[config.mk]
export PLATFORM = sky130hd
export DESIGN_NAME = multi_timer_bank_unit_flat
export DESIGN_NICKNAME = d
export VERILOG_FILES = /design/src/rtl/mtb_pkg.sv /design/src/rtl/mtb_req_if.sv /design/src/rtl/mtb_rsp_if.sv /design/src/rtl/mtb_front.sv /design/src/rtl/mtb_queue.sv /design/src/rtl/mtb_back.sv /design/src/rtl/multi_timer_bank_unit.sv /design/src/flat_wrapper.sv
export SDC_FILE = /design/constraint.sdc
export NUM_CORES = 2
export LEC_CHECK = 0
export BUFFER_PORTS_ARGS = -buffer_cell sky130_fd_sc_hd__buf_2
export CAP_MARGIN = 20
export CORE_MARGIN = 4
export CORE_UTILIZATION = 40
export DETAILED_ROUTE_END_ITERATION = 8
export GPL_TIMING_DRIVEN = 0
export PLACE_DENSITY = 0.55
export SLEW_MARGIN = 25
export SYNTH_ARGS = -nofsm -noshare
export SYNTH_HDL_FRONTEND = slang
export SYNTH_SLANG_ARGS = --single-unit
export TNS_END_PERCENT = 100
[constraint.sdc]
create_clock -name clk -period 9 [get_ports clk]
set_input_delay 1.8 -clock clk [delete_from_list [all_inputs] [get_ports clk]]
set_output_delay 1.8 -clock clk [all_outputs]
set_load 0.005 [all_outputs]
[src/rtl/mtb_pkg.sv]
// Package for the timer bank: sizes, command and result codes, and the
// types shared by the front end, the op queue and the back end.
// Depends on nothing.
`timescale 1ns / 1ps

package mtb_pkg;

    // Number of timers in the bank (1 to 64).
    localparam int TIMER_COUNT = 16;
    // Most results that one tick may report.
    localparam int MAX_RESULTS = 16;

    localparam int ID_W      = 16;
    localparam int TIMEOUT_W = 32;
    localparam int COUNT_W   = 32;
    localparam int REM_W     = TIMEOUT_W + 1;
    localparam int IDX_W     = (TIMER_COUNT > 1) ? $clog2(TIMER_COUNT) : 1;
    localparam int STAMP_W   = $clog2(TIMER_COUNT + 1);
    localparam int RES_CNT_W = $clog2(MAX_RESULTS + 1);

    // The op queue depth must be a power of two so that the pointers wrap.
    localparam int QUEUE_DEPTH = 2;
    localparam int QPTR_W      = (QUEUE_DEPTH > 1) ? $clog2(QUEUE_DEPTH) : 1;
    localparam int QCNT_W      = $clog2(QUEUE_DEPTH + 1);

    typedef enum logic [1:0] {
        CMD_TICK   = 2'd0,
        CMD_SET    = 2'd1,
        CMD_CANCEL = 2'd2,
        CMD_QUERY  = 2'd3
    } cmd_t;

    typedef enum logic [1:0] {
        KIND_OK      = 2'd0,
        KIND_INVALID = 2'd1,
        KIND_EXPIRED = 2'd2
    } kind_t;

    typedef enum logic [2:0] {
        OP_TICK,
        OP_SET,
        OP_CANCEL,
        OP_QUERY,
        OP_INVALID
    } op_kind_t;

    typedef struct packed {
        op_kind_t               op;
        logic [ID_W-1:0]        id;
        logic [TIMEOUT_W-1:0]   timeout;
    } op_t;

    typedef struct packed {
        logic full;
        logic empty;
    } q_stat_t;

    typedef enum logic {
        BK_IDLE,
        BK_SCAN
    } back_state_t;

endpackage

[src/rtl/mtb_req_if.sv]
// Request channel of the timer bank: valid/ready handshake with the
// command, timer id and timeout of one item. Depends on mtb_pkg.
`timescale 1ns / 1ps

interface mtb_req_if;
    import mtb_pkg::*;

    logic                   valid;
    logic                   ready;
    logic [1:0]             cmd;
    logic [ID_W-1:0]        timer_id;
    logic [TIMEOUT_W-1:0]   timeout;

    modport source (output valid, cmd, timer_id, timeout, input ready);
    modport sink   (input valid, cmd, timer_id, timeout, output ready);
endinterface

[src/rtl/mtb_rsp_if.sv]
// Result channel of the timer bank: valid/ready handshake with the fields
// of one result item. Depends on mtb_pkg.
`timescale 1ns / 1ps

interface mtb_rsp_if;
    import mtb_pkg::*;

    logic                   valid;
    logic                   ready;
    logic [1:0]             kind;
    logic [ID_W-1:0]        timer_index;
    logic [COUNT_W-1:0]     expiry_count;
    logic                   armed;
    logic                   last;

    modport source (output valid, kind, timer_index, expiry_count, armed, last,
                    input ready);
    modport sink   (input valid, kind, timer_index, expiry_count, armed, last,
                    output ready);
endinterface

[src/rtl/mtb_front.sv]
// Front end of the timer bank: takes request items, decodes them into ops
// (flagging out-of-range ids) and pushes them into the op queue.
// Depends on mtb_pkg and mtb_req_if.
`timescale 1ns / 1ps

module mtb_front (
    input  logic            clk,
    input  logic            rst_n,
    mtb_req_if.sink         req,
    input  mtb_pkg::q_stat_t stat,
    output logic            push,
    output mtb_pkg::op_t    push_data
);
    import mtb_pkg::*;

    logic   valid_reg;
    op_t    op_reg;
    op_t    op_next;

    assign push      = valid_reg && !stat.full;
    assign push_data = op_reg;
    assign req.ready = !valid_reg || push;

    always_comb
    begin
        op_next.id      = req.timer_id;
        op_next.timeout = req.timeout;
        case (cmd_t'(req.cmd))
            CMD_TICK:   op_next.op = OP_TICK;
            CMD_SET:    op_next.op = OP_SET;
            CMD_CANCEL: op_next.op = OP_CANCEL;
            CMD_QUERY:  op_next.op = OP_QUERY;
            default:    op_next.op = OP_TICK;
        endcase
        if (cmd_t'(req.cmd) != CMD_TICK && req.timer_id >= ID_W'(TIMER_COUNT))
        begin
            op_next.op = OP_INVALID;
        end
    end

    always_ff @(posedge clk or negedge rst_n)
    begin
        if (!rst_n)
        begin
            valid_reg <= 1'b0;
        end
        else if (req.ready)
        begin
            valid_reg <= req.valid;
        end
    end

    always_ff @(posedge clk)
    begin
        if (req.valid && req.ready)
        begin
            op_reg <= op_next;
        end
    end

endmodule

[src/rtl/mtb_queue.sv]
// Short FIFO of decoded ops between the front end and the back end.
// Depends on mtb_pkg.
`timescale 1ns / 1ps

module mtb_queue (
    input  logic             clk,
    input  logic             rst_n,
    input  logic             push,
    input  mtb_pkg::op_t     push_data,
    input  logic             pop,
    output mtb_pkg::op_t     head,
    output mtb_pkg::q_stat_t stat
);
    import mtb_pkg::*;

    op_t                mem_reg [QUEUE_DEPTH];
    logic [QPTR_W-1:0]  wr_ptr_reg;
    logic [QPTR_W-1:0]  rd_ptr_reg;
    logic [QCNT_W-1:0]  count_reg;
    logic               do_push;
    logic               do_pop;

    assign stat.full  = (count_reg == QCNT_W'(QUEUE_DEPTH));
    assign stat.empty = (count_reg == '0);
    assign do_push    = push && !stat.full;
    assign do_pop     = pop && !stat.empty;
    assign head       = mem_reg[rd_ptr_reg];

    always_ff @(posedge clk or negedge rst_n)
    begin
        if (!rst_n)
        begin
            wr_ptr_reg <= '0;
            rd_ptr_reg <= '0;
            count_reg  <= '0;
        end
        else
        begin
            if (do_push)
            begin
                wr_ptr_reg <= wr_ptr_reg + 1'b1;
            end
            if (do_pop)
            begin
                rd_ptr_reg <= rd_ptr_reg + 1'b1;
            end
            if (do_push && !do_pop)
            begin
                count_reg <= count_reg + 1'b1;
            end
            else if (do_pop && !do_push)
            begin
                count_reg <= count_reg - 1'b1;
            end
        end
    end

    always_ff @(posedge clk)
    begin
        if (do_push)
        begin
            mem_reg[wr_ptr_reg] <= push_data;
        end
    end

endmodule

[src/rtl/mtb_back.sv]
// Back end of the timer bank: holds the timer state, carries out ops from
// the queue, scans expiries on a tick (held-over ones first, then in set
// order) and drives the result register. Depends on mtb_pkg and mtb_rsp_if.
`timescale 1ns / 1ps

module mtb_back (
    input  logic             clk,
    input  logic             rst_n,
    input  mtb_pkg::op_t     head,
    input  mtb_pkg::q_stat_t stat,
    output logic             pop,
    mtb_rsp_if.source        rsp
);
    import mtb_pkg::*;

    // Timer state. The rank of an armed timer among armed timers in set
    // order is kept in stamp_reg; ranks close up when a timer is disarmed.
    logic [TIMER_COUNT-1:0] armed_reg;
    logic [TIMER_COUNT-1:0] armed_next;
    logic [REM_W-1:0]       rem_reg     [TIMER_COUNT];
    logic [REM_W-1:0]       rem_next    [TIMER_COUNT];
    logic [COUNT_W-1:0]     expcnt_reg  [TIMER_COUNT];
    logic [COUNT_W-1:0]     expcnt_next [TIMER_COUNT];
    logic [STAMP_W-1:0]     stamp_reg   [TIMER_COUNT];
    logic [STAMP_W-1:0]     stamp_next  [TIMER_COUNT];
    logic [STAMP_W-1:0]     stamp_cnt_reg;
    logic [STAMP_W-1:0]     stamp_cnt_next;

    // Tick scan state.
    back_state_t            state_reg;
    back_state_t            state_next;
    logic [TIMER_COUNT-1:0] cand_reg;
    logic [TIMER_COUNT-1:0] cand_next;
    logic [TIMER_COUNT-1:0] over_reg;
    logic [TIMER_COUNT-1:0] over_next;
    logic                   pass_over_reg;
    logic                   pass_over_next;
    logic [STAMP_W-1:0]     rank_reg;
    logic [STAMP_W-1:0]     rank_next;
    logic [RES_CNT_W-1:0]   res_cnt_reg;
    logic [RES_CNT_W-1:0]   res_cnt_next;

    // Result register.
    logic                   out_valid_reg;
    logic                   out_valid_next;
    kind_t                  out_kind_reg;
    kind_t                  out_kind_next;
    logic [ID_W-1:0]        out_index_reg;
    logic [ID_W-1:0]        out_index_next;
    logic [COUNT_W-1:0]     out_count_reg;
    logic [COUNT_W-1:0]     out_count_next;
    logic                   out_armed_reg;
    logic                   out_armed_next;
    logic                   out_last_reg;
    logic                   out_last_next;

    logic                   out_free;
    logic [IDX_W-1:0]       tidx;
    logic [TIMER_COUNT-1:0] tick_cand;
    logic [TIMER_COUNT-1:0] tick_over;
    logic [TIMER_COUNT-1:0] match;
    logic [TIMER_COUNT-1:0] scan_vec;
    logic [TIMER_COUNT-1:0] hit_vec;
    logic                   hit;
    logic [IDX_W-1:0]       hit_idx;
    logic                   scan_last;
    logic [COUNT_W-1:0]     exp_cur;
    logic [COUNT_W-1:0]     exp_inc;
    logic                   dis_en;
    logic [IDX_W-1:0]       dis_idx;

    assign rsp.valid        = out_valid_reg;
    assign rsp.kind         = out_kind_reg;
    assign rsp.timer_index  = out_index_reg;
    assign rsp.expiry_count = out_count_reg;
    assign rsp.armed        = out_armed_reg;
    assign rsp.last         = out_last_reg;

    assign out_free = !out_valid_reg || rsp.ready;
    assign tidx     = head.id[IDX_W-1:0];

    // A timer is due on this tick when at most one tick remains; one with
    // none left was held over from a tick that hit the result limit.
    always_comb
    begin
        for (int i = 0; i < TIMER_COUNT; i++)
        begin
            tick_cand[i] = armed_reg[i] && (rem_reg[i][REM_W-1:1] == '0);
            tick_over[i] = armed_reg[i] && (rem_reg[i] == '0);
        end
    end

    // Find the armed timer holding the current rank among the candidates
    // of the running pass.
    always_comb
    begin
        hit_idx = '0;
        for (int i = 0; i < TIMER_COUNT; i++)
        begin
            match[i] = armed_reg[i] && (stamp_reg[i] == rank_reg);
        end
        scan_vec = cand_reg & (pass_over_reg ? over_reg : ~over_reg);
        hit_vec  = match & scan_vec;
        hit      = |hit_vec;
        for (int i = 0; i < TIMER_COUNT; i++)
        begin
            if (hit_vec[i])
            begin
                hit_idx = hit_idx | IDX_W'(i);
            end
        end
        scan_last = (res_cnt_reg == RES_CNT_W'(MAX_RESULTS - 1))
                    || !(|(cand_reg & ~hit_vec));
        exp_cur   = expcnt_reg[hit_idx];
        exp_inc   = (exp_cur == '1) ? exp_cur : exp_cur + 1'b1;
    end

    always_comb
    begin
        state_next     = state_reg;
        armed_next     = armed_reg;
        rem_next       = rem_reg;
        expcnt_next    = expcnt_reg;
        stamp_next     = stamp_reg;
        stamp_cnt_next = stamp_cnt_reg;
        cand_next      = cand_reg;
        over_next      = over_reg;
        pass_over_next = pass_over_reg;
        rank_next      = rank_reg;
        res_cnt_next   = res_cnt_reg;
        out_valid_next = out_valid_reg && !rsp.ready;
        out_kind_next  = out_kind_reg;
        out_index_next = out_index_reg;
        out_count_next = out_count_reg;
        out_armed_next = out_armed_reg;
        out_last_next  = out_last_reg;
        pop            = 1'b0;
        dis_en         = 1'b0;
        dis_idx        = hit_idx;

        case (state_reg)
            BK_IDLE:
            begin
                if (!stat.empty)
                begin
                    case (head.op)
                        OP_TICK:
                        begin
                            pop            = 1'b1;
                            cand_next      = tick_cand;
                            over_next      = tick_over;
                            pass_over_next = |tick_over;
                            rank_next      = '0;
                            res_cnt_next   = '0;
                            for (int i = 0; i < TIMER_COUNT; i++)
                            begin
                                if (armed_reg[i] && rem_reg[i] != '0)
                                begin
                                    rem_next[i] = rem_reg[i] - 1'b1;
                                end
                            end
                            if (|tick_cand)
                            begin
                                state_next = BK_SCAN;
                            end
                        end
                        OP_INVALID:
                        begin
                            if (out_free)
                            begin
                                pop            = 1'b1;
                                out_valid_next = 1'b1;
                                out_kind_next  = KIND_INVALID;
                                out_index_next = head.id;
                                out_count_next = '0;
                                out_armed_next = 1'b0;
                                out_last_next  = 1'b1;
                            end
                        end
                        OP_SET:
                        begin
                            if (out_free)
                            begin
                                pop            = 1'b1;
                                out_valid_next = 1'b1;
                                out_index_next = head.id;
                                out_count_next = expcnt_reg[tidx];
                                out_armed_next = 1'b1;
                                out_last_next  = 1'b1;
                                if (armed_reg[tidx])
                                begin
                                    out_kind_next = KIND_INVALID;
                                end
                                else
                                begin
                                    out_kind_next    = KIND_OK;
                                    armed_next[tidx] = 1'b1;
                                    rem_next[tidx]   = REM_W'(head.timeout) + 1'b1;
                                    stamp_next[tidx] = stamp_cnt_reg;
                                    stamp_cnt_next   = stamp_cnt_reg + 1'b1;
                                end
                            end
                        end
                        OP_CANCEL:
                        begin
                            if (out_free)
                            begin
                                pop            = 1'b1;
                                out_valid_next = 1'b1;
                                out_index_next = head.id;
                                out_count_next = expcnt_reg[tidx];
                                out_armed_next = 1'b0;
                                out_last_next  = 1'b1;
                                if (armed_reg[tidx])
                                begin
                                    out_kind_next = KIND_OK;
                                    dis_en        = 1'b1;
                                    dis_idx       = tidx;
                                end
                                else
                                begin
                                    out_kind_next = KIND_INVALID;
                                end
                            end
                        end
                        OP_QUERY:
                        begin
                            if (out_free)
                            begin
                                pop            = 1'b1;
                                out_valid_next = 1'b1;
                                out_kind_next  = KIND_OK;
                                out_index_next = head.id;
                                out_count_next = expcnt_reg[tidx];
                                out_armed_next = armed_reg[tidx];
                                out_last_next  = 1'b1;
                            end
                        end
                        default:
                        begin
                        end
                    endcase
                end
            end
            BK_SCAN:
            begin
                if (!(|scan_vec))
                begin
                    // Held-over timers are done; restart for the newly due ones.
                    pass_over_next = 1'b0;
                    rank_next      = '0;
                end
                else if (!hit)
                begin
                    rank_next = rank_reg + 1'b1;
                end
                else if (out_free)
                begin
                    // Expiring this timer closes up the ranks above it, so the
                    // rank pointer stays where it is.
                    cand_next             = cand_reg & ~hit_vec;
                    expcnt_next[hit_idx]  = exp_inc;
                    dis_en                = 1'b1;
                    dis_idx               = hit_idx;
                    res_cnt_next          = res_cnt_reg + 1'b1;
                    out_valid_next        = 1'b1;
                    out_kind_next         = KIND_EXPIRED;
                    out_index_next        = ID_W'(hit_idx);
                    out_count_next        = exp_inc;
                    out_armed_next        = 1'b0;
                    out_last_next         = scan_last;
                    if (scan_last)
                    begin
                        state_next = BK_IDLE;
                    end
                end
            end
            default:
            begin
                state_next = BK_IDLE;
            end
        endcase

        if (dis_en)
        begin
            for (int j = 0; j < TIMER_COUNT; j++)
            begin
                if (armed_reg[j] && IDX_W'(j) != dis_idx
                    && stamp_reg[j] > stamp_reg[dis_idx])
                begin
                    stamp_next[j] = stamp_reg[j] - 1'b1;
                end
            end
            armed_next[dis_idx] = 1'b0;
            if (stamp_cnt_reg != '0)
            begin
                stamp_cnt_next = stamp_cnt_reg - 1'b1;
            end
        end
    end

    always_ff @(posedge clk or negedge rst_n)
    begin
        if (!rst_n)
        begin
            state_reg     <= BK_IDLE;
            armed_reg     <= '0;
            stamp_cnt_reg <= '0;
            out_valid_reg <= 1'b0;
            for (int i = 0; i < TIMER_COUNT; i++)
            begin
                expcnt_reg[i] <= '0;
            end
        end
        else
        begin
            state_reg     <= state_next;
            armed_reg     <= armed_next;
            stamp_cnt_reg <= stamp_cnt_next;
            out_valid_reg <= out_valid_next;
            expcnt_reg    <= expcnt_next;
        end
    end

    always_ff @(posedge clk)
    begin
        rem_reg       <= rem_next;
        stamp_reg     <= stamp_next;
        cand_reg      <= cand_next;
        over_reg      <= over_next;
        pass_over_reg <= pass_over_next;
        rank_reg      <= rank_next;
        res_cnt_reg   <= res_cnt_next;
        out_kind_reg  <= out_kind_next;
        out_index_reg <= out_index_next;
        out_count_reg <= out_count_next;
        out_armed_reg <= out_armed_next;
        out_last_reg  <= out_last_next;
    end

endmodule

[src/rtl/multi_timer_bank_unit.sv]
// Top level of the timer bank: front end, op queue and back end.
// Depends on mtb_pkg, mtb_req_if, mtb_rsp_if, mtb_front, mtb_queue, mtb_back.
`timescale 1ns / 1ps

// A bank of TIMER_COUNT one-shot timers. Set, cancel and query items each
// give one result; a tick gives one result per expired timer (none on a
// quiet tick), earliest deadline first and in set order among equals, with
// last marking the final result of an item. A request passes a decode
// register and a two-entry op queue before the execution unit, so requests
// keep flowing while results wait on rsp.ready until the queue fills. Set,
// cancel and query are carried out once the result register is free. A tick
// first ages all timers and then walks the set-order ranks, giving one expiry
// per due timer and waiting whenever the result channel stalls; held-over
// timers get a pass of their own ahead of the newly due ones.
// No clearing pass follows reset.
module multi_timer_bank_unit (
    input  logic    clk,
    input  logic    rst_n,
    mtb_req_if.sink   req,
    mtb_rsp_if.source rsp
);
    import mtb_pkg::*;

    logic       push;
    op_t        push_data;
    logic       pop;
    op_t        head;
    q_stat_t    stat;

    mtb_front u_front (
        .clk       (clk),
        .rst_n     (rst_n),
        .req       (req),
        .stat      (stat),
        .push      (push),
        .push_data (push_data)
    );

    mtb_queue u_queue (
        .clk       (clk),
        .rst_n     (rst_n),
        .push      (push),
        .push_data (push_data),
        .pop       (pop),
        .head      (head),
        .stat      (stat)
    );

    mtb_back u_back (
        .clk   (clk),
        .rst_n (rst_n),
        .head  (head),
        .stat  (stat),
        .pop   (pop),
        .rsp   (rsp)
    );

endmodule

[src/flat_wrapper.sv]
// flat-port wrapper written by rule: the top's interface ports become plain ports
module multi_timer_bank_unit_flat import mtb_pkg::*;
  (clk, rst_n, req_valid, req_cmd, req_timer_id, req_timeout, req_ready, rsp_valid, rsp_kind, rsp_timer_index, rsp_expiry_count, rsp_armed, rsp_last, rsp_ready);
  mtb_req_if req_i ();
  mtb_rsp_if rsp_i ();
  input  logic clk;
  input  logic rst_n;
  input wire logic [$bits(req_i.valid)-1:0] req_valid;
  input wire logic [$bits(req_i.cmd)-1:0] req_cmd;
  input wire logic [$bits(req_i.timer_id)-1:0] req_timer_id;
  input wire logic [$bits(req_i.timeout)-1:0] req_timeout;
  output wire logic [$bits(req_i.ready)-1:0] req_ready;
  output wire logic [$bits(rsp_i.valid)-1:0] rsp_valid;
  output wire logic [$bits(rsp_i.kind)-1:0] rsp_kind;
  output wire logic [$bits(rsp_i.timer_index)-1:0] rsp_timer_index;
  output wire logic [$bits(rsp_i.expiry_count)-1:0] rsp_expiry_count;
  output wire logic [$bits(rsp_i.armed)-1:0] rsp_armed;
  output wire logic [$bits(rsp_i.last)-1:0] rsp_last;
  input wire logic [$bits(rsp_i.ready)-1:0] rsp_ready;
  assign req_i.valid = req_valid;
  assign req_i.cmd = req_cmd;
  assign req_i.timer_id = req_timer_id;
  assign req_i.timeout = req_timeout;
  assign req_ready = req_i.ready;
  assign rsp_valid = rsp_i.valid;
  assign rsp_kind = rsp_i.kind;
  assign rsp_timer_index = rsp_i.timer_index;
  assign rsp_expiry_count = rsp_i.expiry_count;
  assign rsp_armed = rsp_i.armed;
  assign rsp_last = rsp_i.last;
  assign rsp_i.ready = rsp_ready;
  multi_timer_bank_unit u_core (.clk(clk), .rst_n(rst_n), .req(req_i), .rsp(rsp_i));
endmodule
Yosys cells after proc, flatten, opt, wreduce, memory -nomap -nowiden

Memory sizes are Yosys's and may differ from the RTL's.
Cells that the tools add are included.
Widths: inputs -> output; s select.

RAM bits: 102
Register bits after elaboration: 1294
Memories: 1
Word-level logic and storage cells: 625

Multiplexer cells: 190
Add/sub/neg operators: 42
Reductions and logical operators: 208
Bitwise gates (word level): 13
Eq/ne operators: 76
$lt $le $gt $ge: 26

Memories:

| name                   | words | width | read ports | clocked after Yosys merged registers in | wr ports | RTL line        | RTL |
|---|---|---|---|---|---|---|---|
| u_core.u_queue.mem_reg | 2     | 51    | 1          | 0                                       | 1        | mtb_queue.sv:16 | `op_t mem_reg [QUEUE_DEPTH];` |

Operators with widths:

| operator              | count |
|---|---|
| $mux 528              | 2 |
| $pmux 528 s2          | 1 |
| $mux 33               | 17 |
| $bwmux 528            | 1 |
| $logic_not 33->1      | 16 |
| $reduce_bool 33->1    | 16 |
| $sub 33x1->33 const B | 16 |
| $bwmux 512            | 1 |
| $logic_not 32->1      | 16 |
| $mux 80               | 6 |
| $mux 32               | 12 |
| $mux 16               | 18 |
| $bmux 32 s4           | 2 |
| $mux 5                | 33 |
| $demux 33 s4          | 1 |
| $demux 32 s4          | 1 |
| $pmux 32 s2           | 2 |
| $logic_and 1x1->1     | 108 |
| $reduce_and 6->1      | 18 |
| $sub 5x1->5 const B   | 17 |
| $bwmux 80             | 1 |
| $eq 5x5->1            | 16 |
| $gt 5x5->1            | 16 |
| $reduce_or 16->1      | 5 |
| 64 further kinds      | 213 |

Depth between registers and ports, before layout

Word-level depth: 32
Gate-level depth with buffers: 31
Depth with buffers taken out: 24

Modules after synthesis

From an unflattened synthesis, not the netlist that was laid out.

Cell total of the unflattened synthesis: 7199
Area total of the unflattened synthesis: 77932.2 µm²

By module, submodules not included:

| module    | area each (µm²) | instances | cells each |
|---|---|---|---|
| mtb_back  | 72164.2         | 1         | 6957 |
| mtb_queue | 4129.0          | 1         | 178 |
| mtb_front | 1639.1          | 1         | 64 |

Worst setup path before layout

OpenSTA, ideal clock, no wires.

Path kind: input to register
Start: in rsp_ready
End: reg u_core.u_back.stamp_reg[54] in the netlist's numbering
Library setup time: 0.119 ns
Path buffers: 4
Cell stages on the path: 23
Arrival: 6.506 ns
Path slack: 2.375 ns
Cell sequence: nand2b_1 -> nand2_1 -> nor3_1 -> nand3_1 -> clkbuf_1 -> nor2_1 -> a21oi_1 -> buf_2 -> clkbuf_1 -> a311oi_1 -> o31ai_1 -> ha_1 -> nor2b_1 -> o21a_1 -> o21ai_0 -> nand2b_1 -> a21oi_1 -> nor2_1 -> o311a_1 -> clkbuf_1 -> nor2_1 -> a21oi_1 -> o221a_2

RTL lines:

| item                   | RTL line           | RTL |
|---|---|---|
| start: declaration     | flat_wrapper.sv:19 | `input wire logic [$bits(rsp_i.ready)-1:0] rsp_ready;` |
| end signal: assignment | mtb_back.sv:328    | `stamp_reg <= stamp_next;` |
| end: declaration       | mtb_back.sv:24     | `logic [STAMP_W-1:0] stamp_reg [TIMER_COUNT];` |

Worst setup path after layout

Start: reg u_core.u_back.rank_reg[1]
End: reg u_core.u_back.out_count_reg[29], in the netlist u_core.u_back.rsp.expiry_count[29] (data pin)

Word-level cells in the longest chain between the ends: 28

Ends and longest elaborated chain:

| item                                                 | RTL line        | RTL |
|---|---|---|
| start: declaration                                   | mtb_back.sv:38  | `logic [STAMP_W-1:0] rank_reg;` |
| start signal: assignment                             | mtb_back.sv:332 | `rank_reg <= rank_next;` |
| $eq 5x5->1                                           | mtb_back.sv:100 | `match[i] = armed_reg[i] && (stamp_reg[i] == rank_reg);` |
| $logic_and 1x1->1                                    | mtb_back.sv:100 |  |
| $and 16x16->16 (*)                                   | mtb_back.sv:103 | `hit_vec = match & scan_vec;` |
| $mux 1                                               | mtb_back.sv:107 | `if (hit_vec[i])` |
| $mux 2 (2 in a row)                                  | mtb_back.sv:107 |  |
| $mux 3 (4 in a row)                                  | mtb_back.sv:107 |  |
| $mux 4 (7 in a row)                                  | mtb_back.sv:107 |  |
| $mux 4 (*)                                           | mtb_back.sv:107 |  |
| (+2 left out)                                        | -               |  |
| $mux 32 (implied by the code) (*) (2 in a row)       | mtb_back.sv:114 | `exp_cur = expcnt_reg[hit_idx];` |
| $add 32x1->32 / $eq 32x32->1 (equally long branches) | mtb_back.sv:115 | `exp_inc = (exp_cur == '1) ? exp_cur : exp_cur + 1'b1;` |
| $mux 32 (*)                                          | mtb_back.sv:115 |  |
| $mux 32 (*)                                          | mtb_back.sv:257 | `else if (out_free)` |
| $mux 32 (*)                                          | mtb_back.sv:253 | `else if (!hit)` |
| $mux 32 (*)                                          | mtb_back.sv:247 | `if (!(\|scan_vec))` |
| $pmux 32 s2 (*)                                      | mtb_back.sv:141 | `case (state_reg)` |
| named net u_core.u_back.out_count_next[29]           | mtb_back.sv:51  | `logic [COUNT_W-1:0] out_count_next;` |
| end signal: assignment                               | mtb_back.sv:336 | `out_count_reg <= out_count_next;` |
| end: declaration                                     | mtb_back.sv:50  | `logic [COUNT_W-1:0] out_count_reg;` |

Mark *: on every way through the listed nets, which the timed path passes. The rest lies on a longest branch. The select of a mux whose other input is x is not followed.
A chain may end at the register's enable or synchronous reset.

==> flow_summary.ini <==
[synth]
synth_top_area_share = 0.304
synth_area_leader_cell = edfxtp_1
synth_nets = 7691
yosysSeqAreaShare = 0.502
synth_edf_count = 776
synth.distinct_cells = 89
synth-seq-cells = 1396
avgSynthCellArea_um2 = 10.2
syn_inst = 7517
ys_top_cells_by_area = edfxtp_1 30%, dfrtp_1 18%, nand2_1 5.9%
synth_ff_type = edfxtp_1
syn_area_um2 = 76600
yosysWarningCount = 0
synthArstFlopShare = 0.387

[pwr]
power.share.clock = 0.428
leakage_nw = 31.2
seqPwrFrac = 0.434
combinationalPowerShare = 0.138
net-switching-power_mw = 4.81
internal_power_mw = 11.6
switching_share = 0.294
ir_worst_vdd_uv = 220
power_density_nw_per_um2 = 186

[final_layout]
fillCellCount = 17700
nets = 8055
drive_above_1_share = 0.120
largest_register_ffs = 528
area_delta_synth_final_pct = 14.9
finish.utilization = 0.462
postLayoutCellArea_um2 = 88000
mostFrequentLayoutCells = 1201 x nand2_1, 776 x edfxtp_1, 576 x o22ai_1, 554 x o21ai_0, 540 x dfrtp_1
final_common_cell = nand2_1

[floorplanning]
die_w_um = 446
ios = 108
rows = 160
core_um2 = 190000
fp.dieH_um = 446
dieArea_um2 = 199000
initial_core_util = 0.402

[setup_path]
worstSetupStartpointType = register
critPathKind = register to register
cp_max_fo = 10
r2r_end = u_core.u_back.rsp.expiry_count[29]
reg2reg_depth = 18
r2r_slack_ns = -0.08
worst_ep_arrival_time_ns = 9.48
crit_path_end_kind = register
r2r-start = u_core.u_back.rank_reg[1]
required_ns = 9.40

[sta]
finClkSkew_ns = 0.0941
finalCriticalPeriod_ns = 9.08
period_share = 1.01
finalWorstSetupSlack_ns = -0.0752
max_freq_mhz = 110
maxSlewHeadroom = 0.104
slew_violations = 0
worst_hold_slack_ns = 0.444
worstMarginPinSlew_ns = 1.34
setup_viol = 2
hold_viol = 0
rsz0062_at_grt = no

[hold_path]
min_path_cells = 0
min_path_type = register to register
hold_path_end = u_core.u_queue.mem_reg[0][24]
min-delay-start = u_core.u_front.push_data[24]

[global_routing]
grt_pass1_wl_um = 463000
grt_max_degree = 89
antenna_found_initial = 16
overflow = 0
grt_pass1_vias = 63600
grtUsageTotal = 0.322

[route]
drc = 0
via_count = 66700
first_iter_violations = 8475
antenna_left = 0
avgRoutedWirePerCell_um = 31.1
vias_per_cell = 6.34
routed_wl_um = 328000
drt_first_pass_iters = 8

[place]
gp_congestion = 1.02
place_hpwl_um = 239000
dpl_cell_area_um2 = 82400
io_buffers = 107

[clocking]
clock-root-buffer = clkbuf_16
htree_levels = 4
cts_hold_buffers = 0
path_clk_slew_ns = 0.06
clk_latency_ns = 0.86
cts_sinks = 1396
cts_inserted_buffers = 163
cts_tree = done
cts_buffer_depth = 3

[flow_run]
maxCapViolCount = 0

[run_status]
status = finished, violations left
violations = setup timing
[worst max path at each step]
stage                                   start                                 end  cells past startpoint
floorplan                           rsp_ready         u_core.u_back.stamp_reg[54]                     23
global placement                        rst_n       u_core.u_back.expcnt_reg[316]                      1
detailed placement  u_core.u_queue.rd_ptr_reg          u_core.u_back.rem_reg[490]                     20
CTS                 u_core.u_queue.rd_ptr_reg          u_core.u_back.rem_reg[490]                     19
global route        u_core.u_back.rank_reg[1]  u_core.u_back.rsp.expiry_count[29]                     18
finish              u_core.u_back.rank_reg[1]  u_core.u_back.rsp.expiry_count[29]                     18
[repair_timing]
| action | in CTS | in global routing |
|---|---|---|
| gates cloned | 0 | 0 |
| setup buffers | 2 | 2 |
| resized for setup | 6 | 8 |
| pin swaps | 1 | 1 |
| setup endpoints to repair | 186 | 92 |
[metal layers]
layer | wire length, um | GRT usage | vias up
met1 | 123000 | 0.400 | 33000
met2 | 145000 | 0.493 | 3964
met5 | 72 | 0.00147 | -
li1 | - | - | 28700
met4 | 28200 | 0.230 | 10
met3 | 31400 | 0.0767 | 1094
[metrics by stage]
step                      cells  setup slack [ns]   TNS, ns  total power [mW]
after floorplan            7517              2.37         0              8.14
after global placement    10100             -5.73  -3929.76              9.24
after detailed placement  10200            -0.889    -71.36              9.45
after CTS                 10500            0.0202         0              16.4
after global routing      10500            0.0268         0              16.7
final                     10500           -0.0752   -0.0970              16.4
[worst max-delay path, stage by stage, from the launching register on]
cell and delay (ns):
edfxtp_1 0.35, buf_2 0.34, buf_6 0.26, xnor2_1 0.11, nand4_1 0.45, nand4_1 0.58, buf_6 0.37, o22ai_2 0.61
clkbuf_1 0.55, a2111oi_0 0.19, nor4_1 1.06, and4_1 0.66, nand3_1 0.26, nor4b_4 0.74, and3_1 0.36, nand3_1 0.19
xor2_1 0.59, clkbuf_1 0.45, o21ai_0 0.45
[kinds of logic after synthesis]
group	count (synthesis)	share of synthesized area
buffers and inverters	630	0.0345
xor gates and xnor gates	641	0.0739
and+or+nand+nor	2624	0.160
AOI/OAI and AO/OA	1766	0.141
muxes	340	0.0692
adders and majority gates	120	0.0196
DFF	1396	0.502
[final cells by class]
type	instances	area [um2]	share of cell area
Timing Repair Buffer	203	1900	0.0215
Tap cell	2511	3140	0.0357
Buffer	495	2220	0.0252
Sequential cell	1396	38400	0.436
Clock buffer	219	4520	0.0513
Antenna cell	4	10.0	0.000114
Multi-Input combinational cell	5491	36300	0.412
Inverter	131	492	0.00559
Clock inverter	84	1050	0.0119
[cell usage after synthesis (14+ instances only)]
library cell and number:
a2111oi_0 20, a211oi_1 68, a21o_1 16, a21oi_1 168
a221oi_1 26, a22oi_1 26, a311oi_1 61, a31oi_1 23
and3_1 110, buf_1 41, buf_2 47, buf_4 20
clkbuf_1 375, dfrtp_1 540, dfxtp_1 80, edfxtp_1 776
ha_1 120, inv_1 130, mux2_2 85, mux2i_1 112
mux4_2 143, nand2_1 1201, nand2b_1 62, nand3_1 168
nand3b_1 19, nand4_1 72, nor2_1 403, nor2b_1 44
nor3_1 202, nor4_1 162, o211ai_1 19, o21a_1 14
o21ai_0 555, o21ai_1 72, o22a_1 17, o22ai_1 577
o31ai_1 28, or2_2 15, or3_1 42, or4_1 61
xnor2_1 416, xor2_1 219
[power by group through the flow]
stage / clock network [mW] / logic, mW / registers (mW)
after global placement: 0 / 1.99 / 7.25
after floorplan: 0 / 0.932 / 7.21
after global routing: 7.30 / 2.28 / 7.12
final: 7.00 / 2.26 / 7.11
after detailed placement: 0 / 2.22 / 7.24
after CTS: 7.06 / 2.22 / 7.11
Power figures use the tool's default switching activity.
